<file path="src/design/jclc_pkg.sv">
// ---------------------------------------------------------------------------
// Joystick cursor and LED controller package
// Shared constants, field widths and codes for the cursor and LED controller.
// ---------------------------------------------------------------------------
package jclc_pkg;

    // Fixed field widths
    localparam int SAMPLE_W = 12;
    localparam int TIME_W   = 32;
    localparam int DEB_W    = 10;
    localparam int POS_X_W  = 7;
    localparam int POS_Y_W  = 6;
    localparam int LEVEL_W  = 12;
    localparam int STEP_W   = 7;
    localparam int CFG_IDX_W = 1;

    // Tuning constants
    localparam int DEAD_ZONE   = 500;
    localparam int STEP_MIN    = 8;
    localparam int STEP_MAX    = 16;
    localparam int SQUARE_SIDE = 8;
    localparam int SCREEN_W    = 128;
    localparam int SCREEN_H    = 64;
    localparam int MID         = 2048;
    localparam int FULL_LEVEL  = 4000;

    // Reset values of the debounce registers
    localparam int STICK_DEB_RST = 50;
    localparam int BTN_A_DEB_RST = 80;

    // Command, button and register index codes
    localparam logic CMD_SAMPLE = 1'b0;
    localparam logic CMD_BUTTON = 1'b1;
    localparam logic BTN_STICK  = 1'b0;
    localparam logic BTN_A      = 1'b1;
    localparam logic [CFG_IDX_W-1:0] CFG_STICK_DEB = 1'b0;
    localparam logic [CFG_IDX_W-1:0] CFG_BTN_A_DEB = 1'b1;

    // Screen room and centre positions
    localparam int X_ROOM   = SCREEN_W - SQUARE_SIDE;
    localparam int Y_ROOM   = SCREEN_H - SQUARE_SIDE;
    localparam int X_CENTRE = (X_ROOM > 0) ? X_ROOM / 2 : 0;
    localparam int Y_CENTRE = (Y_ROOM > 0) ? Y_ROOM / 2 : 0;
    localparam int X_MAX    = (X_ROOM > 0) ? X_ROOM : 0;
    localparam int Y_MAX    = (Y_ROOM > 0) ? Y_ROOM : 0;

    // Constant division by the span beyond the dead zone is done as a
    // multiplication by a rounded-up reciprocal. With 2^SHIFT above the
    // square of the span the quotient is exact for every deflection.
    localparam int      DEN         = MID - DEAD_ZONE;
    localparam int      RECIP_SHIFT = 24;
    localparam longint  LVL_MUL_L   =
        ((longint'(1) << RECIP_SHIFT) * FULL_LEVEL + DEN - 1) / DEN;
    localparam longint  STEP_MUL_L  =
        ((longint'(1) << RECIP_SHIFT) * (STEP_MAX - STEP_MIN) + DEN - 1) / DEN;
    localparam logic [31:0] LVL_MUL  = LVL_MUL_L[31:0];
    localparam logic [31:0] STEP_MUL = STEP_MUL_L[31:0];
    localparam int      PROD_W      = SAMPLE_W + 32;

    // Per-axis result of the deflection logic
    typedef struct packed {
        logic                neg;    // deflection below the dead zone
        logic                pos;    // deflection above the dead zone
        logic [STEP_W-1:0]   step;
        logic [LEVEL_W-1:0]  level;
    } t_axis;

endpackage

</file>
<file path="src/design/joystick_cursor_led_controller_top.sv">
// ---------------------------------------------------------------------------
// Joystick cursor and LED controller
// Moves a square cursor from joystick samples, drives red and blue LED levels
// from the deflection and toggles border and LED enable on debounced buttons.
// ---------------------------------------------------------------------------
// Pipeline: an item passes the input register, then the result register; while
// the result register is stalled, the item waits in the input register.
// Throughput: one item per cycle while results are taken; the only path is the
// short update logic between the input register and the result register.
// Reset: synchronous, active low; cursor centred, levels zero, LEDs enabled,
// border off, timestamps zero, debounce registers at 50 ms and 80 ms.
module joystick_cursor_led_controller_top (
    input  logic                              i_clk,
    input  logic                              i_rst_n,
    // Configuration write port
    input  logic                              i_cfg_we,
    input  logic [jclc_pkg::CFG_IDX_W-1:0]    i_cfg_idx,
    input  logic [jclc_pkg::DEB_W-1:0]        i_cfg_data,
    // Input channel
    input  logic                              i_valid,
    output logic                              o_ready,
    input  logic                              i_cmd,
    input  logic [jclc_pkg::SAMPLE_W-1:0]     i_x_sample,
    input  logic [jclc_pkg::SAMPLE_W-1:0]     i_y_sample,
    input  logic                              i_button_id,
    input  logic                              i_falling_edge,
    input  logic [jclc_pkg::TIME_W-1:0]       i_time_ms,
    // Result channel
    output logic                              o_valid,
    input  logic                              i_ready,
    output logic [jclc_pkg::POS_X_W-1:0]      o_square_x,
    output logic [jclc_pkg::POS_Y_W-1:0]      o_square_y,
    output logic [jclc_pkg::LEVEL_W-1:0]      o_red_level,
    output logic [jclc_pkg::LEVEL_W-1:0]      o_blue_level,
    output logic                              o_border_on,
    output logic                              o_leds_enabled
);

    // Configuration registers
    logic [jclc_pkg::DEB_W-1:0]    r_stick_deb;
    logic [jclc_pkg::DEB_W-1:0]    r_btn_a_deb;

    // Input register
    logic                          r_in_valid;
    logic                          r_in_cmd;
    logic [jclc_pkg::SAMPLE_W-1:0] r_in_x;
    logic [jclc_pkg::SAMPLE_W-1:0] r_in_y;
    logic                          r_in_button;
    logic                          r_in_falling;
    logic [jclc_pkg::TIME_W-1:0]   r_in_time;

    // Controller state
    logic [jclc_pkg::POS_X_W-1:0]  r_pos_x;
    logic [jclc_pkg::POS_Y_W-1:0]  r_pos_y;
    logic [jclc_pkg::LEVEL_W-1:0]  r_red_hold;
    logic [jclc_pkg::LEVEL_W-1:0]  r_blue_hold;
    logic                          r_drive_enable;
    logic                          r_border_flag;
    logic [jclc_pkg::TIME_W-1:0]   r_stick_last;
    logic [jclc_pkg::TIME_W-1:0]   r_btn_a_last;

    // Next state
    logic [jclc_pkg::POS_X_W-1:0]  n_pos_x;
    logic [jclc_pkg::POS_Y_W-1:0]  n_pos_y;
    logic [jclc_pkg::LEVEL_W-1:0]  n_red_hold;
    logic [jclc_pkg::LEVEL_W-1:0]  n_blue_hold;
    logic                          n_drive_enable;
    logic                          n_border_flag;
    logic [jclc_pkg::TIME_W-1:0]   n_stick_last;
    logic [jclc_pkg::TIME_W-1:0]   n_btn_a_last;

    // Result register
    logic                          r_out_valid;
    logic [jclc_pkg::POS_X_W-1:0]  r_out_x;
    logic [jclc_pkg::POS_Y_W-1:0]  r_out_y;
    logic [jclc_pkg::LEVEL_W-1:0]  r_out_red;
    logic [jclc_pkg::LEVEL_W-1:0]  r_out_blue;
    logic                          r_out_border;
    logic                          r_out_leds;

    logic                          adv;
    logic                          fire;
    jclc_pkg::t_axis               ax_x;
    jclc_pkg::t_axis               ax_y;

    // Handshake: the input stage moves on whenever the result stage is free
    assign adv     = !r_out_valid || i_ready;
    assign o_ready = !r_in_valid || adv;
    assign fire    = r_in_valid && adv;

    // Per-axis deflection, step and LED level
    function automatic jclc_pkg::t_axis axis_eval(input logic [jclc_pkg::SAMPLE_W-1:0] s);
        logic signed [jclc_pkg::SAMPLE_W:0]   dev;
        logic [jclc_pkg::SAMPLE_W-1:0]        mag;
        logic [jclc_pkg::SAMPLE_W-1:0]        over;
        logic                                 outside;
        logic [jclc_pkg::PROD_W-1:0]          lvl_prod;
        logic [jclc_pkg::PROD_W-1:0]          step_prod;
        jclc_pkg::t_axis                      res;
        dev       = $signed({1'b0, s}) - $signed((jclc_pkg::SAMPLE_W+1)'(jclc_pkg::MID));
        mag       = dev[jclc_pkg::SAMPLE_W] ? jclc_pkg::SAMPLE_W'(-dev)
                                            : jclc_pkg::SAMPLE_W'(dev);
        outside   = mag > jclc_pkg::SAMPLE_W'(jclc_pkg::DEAD_ZONE);
        over      = outside ? (mag - jclc_pkg::SAMPLE_W'(jclc_pkg::DEAD_ZONE))
                            : '0;
        lvl_prod  = jclc_pkg::PROD_W'(over) * jclc_pkg::PROD_W'(jclc_pkg::LVL_MUL);
        step_prod = jclc_pkg::PROD_W'(over) * jclc_pkg::PROD_W'(jclc_pkg::STEP_MUL);
        res.neg   = outside && dev[jclc_pkg::SAMPLE_W];
        res.pos   = outside && !dev[jclc_pkg::SAMPLE_W];
        res.level = lvl_prod[jclc_pkg::RECIP_SHIFT +: jclc_pkg::LEVEL_W];
        res.step  = step_prod[jclc_pkg::RECIP_SHIFT +: jclc_pkg::STEP_W]
                  + jclc_pkg::STEP_W'(jclc_pkg::STEP_MIN);
        return res;
    endfunction

    assign ax_x = axis_eval(r_in_x);
    assign ax_y = axis_eval(r_in_y);

    // Update logic for the item held in the input register
    always_comb begin
        n_pos_x        = r_pos_x;
        n_pos_y        = r_pos_y;
        n_red_hold     = r_red_hold;
        n_blue_hold    = r_blue_hold;
        n_drive_enable = r_drive_enable;
        n_border_flag  = r_border_flag;
        n_stick_last   = r_stick_last;
        n_btn_a_last   = r_btn_a_last;
        case (r_in_cmd)
            jclc_pkg::CMD_SAMPLE: begin
                if (!ax_x.neg && !ax_x.pos && !ax_y.neg && !ax_y.pos) begin
                    n_pos_x = jclc_pkg::POS_X_W'(jclc_pkg::X_CENTRE);
                    n_pos_y = jclc_pkg::POS_Y_W'(jclc_pkg::Y_CENTRE);
                end else begin
                    // An axis moves only if the whole step fits on screen
                    if (ax_x.neg && (10'(r_pos_x) >= 10'(ax_x.step))) begin
                        n_pos_x = r_pos_x - jclc_pkg::POS_X_W'(ax_x.step);
                    end else if (ax_x.pos && ($signed(10'(r_pos_x) + 10'(ax_x.step))
                                 <= $signed(10'(jclc_pkg::X_ROOM)))) begin
                        n_pos_x = r_pos_x + jclc_pkg::POS_X_W'(ax_x.step);
                    end
                    // Y is inverted: a low reading moves the square down
                    if (ax_y.neg && ($signed(10'(r_pos_y) + 10'(ax_y.step))
                                 <= $signed(10'(jclc_pkg::Y_ROOM)))) begin
                        n_pos_y = r_pos_y + jclc_pkg::POS_Y_W'(ax_y.step);
                    end else if (ax_y.pos && (10'(r_pos_y) >= 10'(ax_y.step))) begin
                        n_pos_y = r_pos_y - jclc_pkg::POS_Y_W'(ax_y.step);
                    end
                end
                if (r_drive_enable) begin
                    n_red_hold  = ax_x.level;
                    n_blue_hold = ax_y.level;
                end
            end
            jclc_pkg::CMD_BUTTON: begin
                // Debounce on the wrapping time since the last accepted edge
                if (r_in_button == jclc_pkg::BTN_STICK) begin
                    if ((r_in_time - r_stick_last) > jclc_pkg::TIME_W'(r_stick_deb)) begin
                        if (r_in_falling) begin
                            n_border_flag = !r_border_flag;
                        end
                        n_stick_last = r_in_time;
                    end
                end else begin
                    if ((r_in_time - r_btn_a_last) > jclc_pkg::TIME_W'(r_btn_a_deb)) begin
                        if (r_in_falling) begin
                            n_drive_enable = !r_drive_enable;
                        end
                        n_btn_a_last = r_in_time;
                    end
                end
            end
            default: begin
                n_pos_x = r_pos_x;
            end
        endcase
    end

    // Configuration registers
    always_ff @(posedge i_clk) begin
        if (!i_rst_n) begin
            r_stick_deb <= jclc_pkg::DEB_W'(jclc_pkg::STICK_DEB_RST);
            r_btn_a_deb <= jclc_pkg::DEB_W'(jclc_pkg::BTN_A_DEB_RST);
        end else if (i_cfg_we) begin
            case (i_cfg_idx)
                jclc_pkg::CFG_STICK_DEB: r_stick_deb <= i_cfg_data;
                jclc_pkg::CFG_BTN_A_DEB: r_btn_a_deb <= i_cfg_data;
                default: r_stick_deb <= r_stick_deb;
            endcase
        end
    end

    // Input register
    always_ff @(posedge i_clk) begin
        if (!i_rst_n) begin
            r_in_valid <= 1'b0;
        end else if (i_valid && o_ready) begin
            r_in_valid <= 1'b1;
        end else if (adv) begin
            r_in_valid <= 1'b0;
        end
    end

    always_ff @(posedge i_clk) begin
        if (i_valid && o_ready) begin
            r_in_cmd     <= i_cmd;
            r_in_x       <= i_x_sample;
            r_in_y       <= i_y_sample;
            r_in_button  <= i_button_id;
            r_in_falling <= i_falling_edge;
            r_in_time    <= i_time_ms;
        end
    end

    // Controller state, updated as the item moves to the result register
    always_ff @(posedge i_clk) begin
        if (!i_rst_n) begin
            r_pos_x        <= jclc_pkg::POS_X_W'(jclc_pkg::X_CENTRE);
            r_pos_y        <= jclc_pkg::POS_Y_W'(jclc_pkg::Y_CENTRE);
            r_red_hold     <= '0;
            r_blue_hold    <= '0;
            r_drive_enable <= 1'b1;
            r_border_flag  <= 1'b0;
            r_stick_last   <= '0;
            r_btn_a_last   <= '0;
        end else if (fire) begin
            r_pos_x        <= n_pos_x;
            r_pos_y        <= n_pos_y;
            r_red_hold     <= n_red_hold;
            r_blue_hold    <= n_blue_hold;
            r_drive_enable <= n_drive_enable;
            r_border_flag  <= n_border_flag;
            r_stick_last   <= n_stick_last;
            r_btn_a_last   <= n_btn_a_last;
        end
    end

    // Result register
    always_ff @(posedge i_clk) begin
        if (!i_rst_n) begin
            r_out_valid <= 1'b0;
        end else if (adv) begin
            r_out_valid <= r_in_valid;
        end
    end

    always_ff @(posedge i_clk) begin
        if (fire) begin
            r_out_x      <= n_pos_x;
            r_out_y      <= n_pos_y;
            r_out_red    <= n_red_hold;
            r_out_blue   <= n_blue_hold;
            r_out_border <= n_border_flag;
            r_out_leds   <= n_drive_enable;
        end
    end

    assign o_valid        = r_out_valid;
    assign o_square_x     = r_out_x;
    assign o_square_y     = r_out_y;
    assign o_red_level    = r_out_red;
    assign o_blue_level   = r_out_blue;
    assign o_border_on    = r_out_border;
    assign o_leds_enabled = r_out_leds;

    // The square always stays within the screen
    a_pos_in_range: assert property (@(posedge i_clk) disable iff (!i_rst_n)
        (32'(r_pos_x) <= jclc_pkg::X_MAX) && (32'(r_pos_y) <= jclc_pkg::Y_MAX))
        else $error("cursor position left the screen");

    // LED levels never exceed full scale
    a_level_range: assert property (@(posedge i_clk) disable iff (!i_rst_n)
        (32'(r_red_hold) <= jclc_pkg::FULL_LEVEL) &&
        (32'(r_blue_hold) <= jclc_pkg::FULL_LEVEL))
        else $error("LED level above full scale");

    // A sample never touches the button flags
    a_sample_keeps_flags: assert property (@(posedge i_clk) disable iff (!i_rst_n)
        (fire && r_in_cmd == jclc_pkg::CMD_SAMPLE) |=>
        ($stable(r_border_flag) && $stable(r_drive_enable)))
        else $error("sample changed a button flag");

    // A button edge never moves the square
    a_button_keeps_pos: assert property (@(posedge i_clk) disable iff (!i_rst_n)
        (fire && r_in_cmd == jclc_pkg::CMD_BUTTON) |=>
        ($stable(r_pos_x) && $stable(r_pos_y)))
        else $error("button edge moved the square");

    // A transfer leaves a result waiting in the result register
    a_result_follows: assert property (@(posedge i_clk) disable iff (!i_rst_n)
        fire |=> r_out_valid)
        else $error("item lost between stages");

endmodule

</file>
<file path="config.mk">
export PLATFORM = sky130hd
export DESIGN_NAME = joystick_cursor_led_controller_top
export DESIGN_NICKNAME = d
export VERILOG_FILES = /design/src/design/jclc_pkg.sv /design/src/design/joystick_cursor_led_controller_top.sv
export SDC_FILE = /design/constraint.sdc
export NUM_CORES = 1
export LEC_CHECK = 0
export BUFFER_PORTS_ARGS = -buffer_cell sky130_fd_sc_hd__buf_2
export CORE_ASPECT_RATIO = 0.5
export CORE_MARGIN = 2
export CORE_UTILIZATION = 25
export CTS_CLUSTER_SIZE = 8
export DETAILED_ROUTE_END_ITERATION = 8
export GPL_ROUTABILITY_DRIVEN = 0
export SETUP_SLACK_MARGIN = 0.1
export SLEW_MARGIN = 20
export SYNTH_ARGS = -nofsm -noshare
export SYNTH_HDL_FRONTEND = slang
export SYNTH_SLANG_ARGS = --single-unit
</file>
<file path="constraint.sdc">
create_clock -name i_clk -period 22.4 [get_ports i_clk]
set_input_delay 2.24 -clock i_clk [delete_from_list [all_inputs] [get_ports i_clk]]
set_output_delay 2.24 -clock i_clk [all_outputs]
set_load 0.05 [all_outputs]
</file>
Word-level counts from Yosys, hierarchy flattened
Index checks and enable logic that the tools add are counted.
{"block": "op_classes", "n_addsub": 16, "mul": 4, "div_mod_pow": 0, "order_cmp": 8, "n_eq_ne": 0, "n_shift": 0, "mux": 26, "n_bitwise": 2, "n_reduce_logical": 30}
{"op": "12-bit 2-to-1 mux", "n": 8}
{"op": "12-bit by 24-bit multiplier with 34-bit output (second input constant)", "n": 2}
{"op": "32-bit by 10-bit greater-than comparator with 1-bit output", "n": 2}
{"op": "32-bit subtractor", "n": 2}
{"op": "12-bit by 13-bit multiplier with 25-bit output (second input constant)", "n": 2}
{"op": "7-bit 2-to-1 mux", "n": 4}
{"op": "12-bit by 12-bit subtractor with 13-bit output (second input constant)", "n": 2}
{"op": "12-bit by 9-bit greater-than comparator with 1-bit output (second input constant)", "n": 2}
{"op": "6-bit 2-to-1 mux", "n": 4}
{"op": "12-bit negator", "n": 2}
{"op": "12-bit by 9-bit subtractor with 12-bit output (second input constant)", "n": 2}
{"op": "1-bit logical AND", "n": 13}
{"op": "5-bit by 4-bit adder with 6-bit output (second input constant)", "n": 2}
{"op": "1-bit logical NOT", "n": 10}
{"op": "1-bit 2-to-1 mux", "n": 10}
{"op": "7-bit by 6-bit adder with 8-bit output", "n": 1}
{"op": "8-bit by 7-bit less-or-equal comparator with 1-bit output (second input constant)", "n": 1}
{"op": "4-bit AND reduction", "n": 2}
{"op": "6-bit by 6-bit adder with 7-bit output", "n": 1}
{"op": "7-bit by 6-bit adder with 7-bit output", "n": 1}
{"op": "7-bit by 6-bit greater-or-equal comparator with 1-bit output", "n": 1}
{"op": "7-bit by 6-bit less-or-equal comparator with 1-bit output (second input constant)", "n": 1}
{"op": "7-bit by 6-bit subtractor with 7-bit output", "n": 1}
{"op": "6-bit adder", "n": 1}
{"op": "6 further kinds", "n": 9}
{"block": "totals", "regBits": 223, "latchBits": 0, "ram_bits": 0, "mem_bits_ro": 0, "out_inout_bits": 41, "wordCells": 110, "mem_count": 0}

Logic depth before layout (Yosys ltp)
{"block": "depth", "depth_word": 14, "depth_mapped": 46, "mapped_depth_nobuf": 45}

Worst setup path after synthesis
Ideal clock, no wire load.
{"block": "synth_timing", "kind": "reg2reg", "start": "reg r_in_y[0] in the netlist's numbering", "end": "reg r_out_y, in the netlist o_square_y[2] (data pin)", "setup_ns": 0.270, "t_arrival_ns": 10.242, "required_time_ns": 22.130, "slack_ns": 11.888, "path_stages_with_launch": 40, "n_path_buf": 1, "period_less_slack_ns": 10.512, "path_cell_list": "edfxtp_1 > inv_1 > ha_1 > clkbuf_1 > or4b_1 > or4_1 > a32oi_1 > nor3_1 > o31ai_1 > inv_1 > ha_1 > inv_1 > fa_1 > inv_1 > fa_1 > inv_1 > fa_1 > inv_1 > (+4 left out) > a21oi_1 > nor2b_1 > a311oi_1 > and4_1 > a2111oi_0 > o21ai_0 > a21oi_1 > xnor2_1 > ha_1 > ha_1 > a21oi_1 > xor2_1 > a2111oi_0 > nand2_1 > o211ai_1 > o21ai_0 > o21ai_0 > a21oi_1"}
{"block": "synth_between", "elab_chain_cells": 13}
{"element": "start, declared", "line": "joystick_cursor_led_controller_top.sv:47", "rtl": "logic [jclc_pkg::SAMPLE_W-1:0] r_in_y;"}
{"element": "start signal, assigned", "line": "joystick_cursor_led_controller_top.sv:208", "rtl": "r_in_y <= i_y_sample;"}
{"element": "12-bit by 12-bit subtractor with 13-bit output (*)", "line": "joystick_cursor_led_controller_top.sv:100", "rtl": "dev = $signed({1'b0, s}) - $signed((jclc_pkg::SAMPLE_W+1)'(jclc_pkg::MID));"}
{"element": "12-bit negator", "line": "joystick_cursor_led_controller_top.sv:101", "rtl": "mag = dev[jclc_pkg::SAMPLE_W] ? jclc_pkg::SAMPLE_W'(-dev)"}
{"element": "12-bit 2-to-1 mux", "line": "joystick_cursor_led_controller_top.sv:101"}
{"element": "12-bit by 9-bit subtractor with 12-bit output or 12-bit by 9-bit greater-than comparator with 1-bit output (tied branches)", "line": "joystick_cursor_led_controller_top.sv:104, joystick_cursor_led_controller_top.sv:103"}
{"element": "12-bit 2-to-1 mux", "line": "joystick_cursor_led_controller_top.sv:104", "rtl": "over = outside ? (mag - jclc_pkg::SAMPLE_W'(jclc_pkg::DEAD_ZONE))"}
{"element": "12-bit by 13-bit multiplier with 25-bit output", "line": "joystick_cursor_led_controller_top.sv:107", "rtl": "step_prod = jclc_pkg::PROD_W'(over) * jclc_pkg::PROD_W'(jclc_pkg::STEP_MUL);"}
{"element": "5-bit by 4-bit adder with 6-bit output", "line": "joystick_cursor_led_controller_top.sv:112", "rtl": "+ jclc_pkg::STEP_W'(jclc_pkg::STEP_MIN);"}
{"element": "6-bit by 6-bit adder with 7-bit output or 6-bit greater-or-equal comparator (tied branches)", "line": "joystick_cursor_led_controller_top.sv:143, joystick_cursor_led_controller_top.sv:146"}
{"element": "7-bit by 6-bit less-or-equal comparator with 1-bit output or 1-bit logical AND (tied branches)", "line": "joystick_cursor_led_controller_top.sv:144, joystick_cursor_led_controller_top.sv:146"}
{"element": "1-bit logical AND or 6-bit 2-to-1 mux (tied branches)", "line": "joystick_cursor_led_controller_top.sv:143, joystick_cursor_led_controller_top.sv:146"}
{"element": "6-bit 2-to-1 mux", "line": "joystick_cursor_led_controller_top.sv:143", "rtl": "if (ax_y.neg && ($signed(10'(r_pos_y) + 10'(ax_y.step))"}
{"element": "6-bit 2-to-1 mux (*)", "line": "joystick_cursor_led_controller_top.sv:131", "rtl": "if (!ax_x.neg && !ax_x.pos && !ax_y.neg && !ax_y.pos) begin"}
{"element": "6-bit 2-to-1 mux (*)", "line": "joystick_cursor_led_controller_top.sv:129", "rtl": "case (r_in_cmd)"}
{"element": "via n_pos_y (one bit)", "line": "joystick_cursor_led_controller_top.sv:64", "rtl": "logic [jclc_pkg::POS_Y_W-1:0] n_pos_y;"}
{"element": "end signal, assigned", "line": "joystick_cursor_led_controller_top.sv:250", "rtl": "r_out_y <= n_pos_y;"}
{"element": "end, declared", "line": "joystick_cursor_led_controller_top.sv:75", "rtl": "logic [jclc_pkg::POS_Y_W-1:0] r_out_y;"}
The timed path passes the listed nets; every way through them passes the cells marked *.
A chain may end at the register's enable or synchronous reset.

Final worst setup path
Ends and elaborated chain as after synthesis.

==> results.tsv <==
metric	value	unit
status	finished clean	
synth-main-ff-cell	dfxtp_1	
cts_tree	yes	
synthesis.area	26400	um^2
yosys-top-cells-count	471 x inv_1, 387 x ha_1, 292 x nand2_1	
grt_max_degree	106	
synth_compound_area_frac	0.141	
rsz0062_at_grt	false	
drc_errors	0	
core	105000	um^2
setup_viol	0	
synth_xor_area_frac	0.0378	
grt_pass1_wl	106	mm
drive_gt1_frac	0.0705	
port_buffers	115	
end_kind	flop	
synth-simple-area-share	0.122	
layout.cells.non_filler	4385	
drt_wl_total	64.4	mm
dp.cells	4324	
ys_types	92	
vias	20100	
insertion_delay	0.53	ns
cts_sinks	223	
htree_levels	2	
finish.instance_area	29500	um^2
gr-total-overflow	0	
yosysMostFrequentCell	inv_1	
r2r_slack	10.76	ns
drv_cap	0	
required	22.66	ns
wire_per_inst	14.7	um
slew_headroom	0.282	
area_delta_synth_final	11.7	%
avgSynthCellArea	9.24	um^2
worst_pin_slew	1.08	ns
synthMuxAreaShare	0.0309	
start_util	0.252	
antenna_found_initial	6	
die_area	108000	um^2
die_x	464	um
fp-row-count	84	
cts-root-buf	clkbuf_16	
drv_slew	0	
nets	3664	
yosys-top-cells-area	fa_1 20%, ha_1 18%, edfxtp_1 11%	
synth_top_area_share	0.198	
dpl.hpwl	53.6	mm
clock_path_buffers	3	
final.setup_skew	0.0260	ns
synth_top_family_by_area	adder cells	
synth_seq_cells	223	
worst_path_max_delay_cell	a2111oi_1	
critPathLaunchType	flop	
critPathMaxStageDelay	0.79	ns
pin_count	116	
finalHoldViolations	0	
first_iter_violations	1145	
synth_fa_ha_area_frac	0.381	
yosysTopAreaCell	fa_1	
final.period_utilization	0.520	
layout_min_cycle_time	11.64	ns
fmax	0.0859	GHz
fin_setup_tns	0	ns
cp.arrival	11.90	ns
grt_pass1_vias	20500	
routed_via_density	4.58	
clk_pin_slew	0.05	ns
firstDrtPassIters	5	
async_flop_share	0	
dieHeight	234	um
worst-setup-path-type	reg2reg	
fill_cells	11100	
cts_hold_buf	0	
cp_max_fo	9	
ys_warn_count	0	
ys_seq_area_frac	0.206	
cts_buffers	34	
cts_resized	0	
cpMostUsedCell	inv_1	
hold_class	reg2reg	
grt_util_all_layers	0.119	
cts_setup_buffers	0	
placed_cell_area	28500	um^2
synth-edff-count	98	
ant_nets	0	
synth_cells	2857	
-- worst max-delay path: cells and delay by family (launching register included) --
kind	cells	cell delay (ns)
adder cells (fa/ha/maj)	9	3.70
flip-flops	1	0.45
AO/OA/AOI/OAI	13	4.12
buffers and inverters	6	0.74
AND/OR/NAND/NOR	7	2.01
XOR/XNOR	2	0.34
-- through the flow --
stage | setup slack (ns) | util | hold slack, ns
finish | 10.76 | 0.281 | 0.454
CTS | 10.44 | 0.281 | 0.456
floorplan | 11.89 | - | 0.434
global placement | 10.87 | 0.271 | 0.443
detailed placement | 10.48 | 0.271 | 0.448
global route | 9.70 | 0.281 | 0.475
-- cells by family (layout without fill, tap and decap cells) --
kind of cell,count (synthesis),count (layout)
mux,81,81
compound gates,560,560
fa+ha+maj,648,648
flops,223,223
xor+xnor,113,113
simple gates,682,682
other cells,1,4
buf+inv,549,655
-- routing by layer --
| layer | GRT usage | part of all wire | vias to the layer above |
|---|---|---|---|
| li1 | - | - | 9877 |
| met1 | 0.148 | 0.44 | 9706 |
| met2 | 0.216 | 0.49 | 377 |
| met3 | 0.0139 | 0.042 | 99 |
| met4 | 0.0360 | 0.027 | 8 |
| met5 | 0 | 0.00090 | - |
-- flip-flops by register name (all words and copies together) (netlist names) --
| signal | count |
|---|---|
| r_btn_a_last | 32 |
| r_in_time | 32 |
| r_stick_last | 32 |
| o_blue_level | 12 |
| o_red_level | 12 |
| r_blue_hold | 12 |
| r_in_x | 12 |
| r_in_y | 12 |
| r_red_hold | 12 |
| r_btn_a_deb | 10 |
| r_stick_deb | 10 |
| o_square_x | 7 |
| r_pos_x | 7 |
| o_square_y | 6 |
| r_pos_y | 6 |
| o_border_on | 1 |
| o_leds_enabled | 1 |
| o_valid | 1 |
| r_border_flag | 1 |
| r_drive_enable | 1 |
| r_in_button | 1 |
| r_in_cmd | 1 |
| r_in_falling | 1 |
| r_in_valid | 1 |
-- final cells by class --
type                            count  area (um^2)  area share
Timing Repair Buffer              125          653      0.0221
Clock buffer                       58         1000      0.0340
Antenna cell                        2         5.00    0.000170
Sequential cell                   223         5450       0.185
Tap cell                         1419         1780      0.0602
Inverter                          471         1770      0.0599
Multi-Input combinational cell   2086        18800       0.639
Clock inverter                      1         8.76    0.000297
-- worst paths after layout --
kind | from | to | cells past startpoint
min | r_btn_a_last[4] | r_btn_a_last[4] | 2
max | r_in_y[0] | o_square_y[2] | 37
min reg2reg | r_btn_a_last[4] | r_btn_a_last[4] | 2
max reg2reg | r_in_y[0] | o_square_y[2] | 37
-- cell usage in the layout (no fill, tap or decap), types with 37 or more instances in the layout --
cell type,Yosys,final
edfxtp_1,98,98
nor2_1,118,118
a21o_1,37,37
fa_1,261,261
nand2_1,292,292
o21ai_0,131,131
nand3_1,48,48
xnor2_1,63,63
dfxtp_1,125,125
a21oi_1,142,142
inv_1,471,470
ha_1,387,387
mux2i_1,76,76
xor2_1,49,49
buf_2,1,114
Power is not shown: default switching activity piles up to over one toggle a cycle in this logic, so the estimate is an artifact.
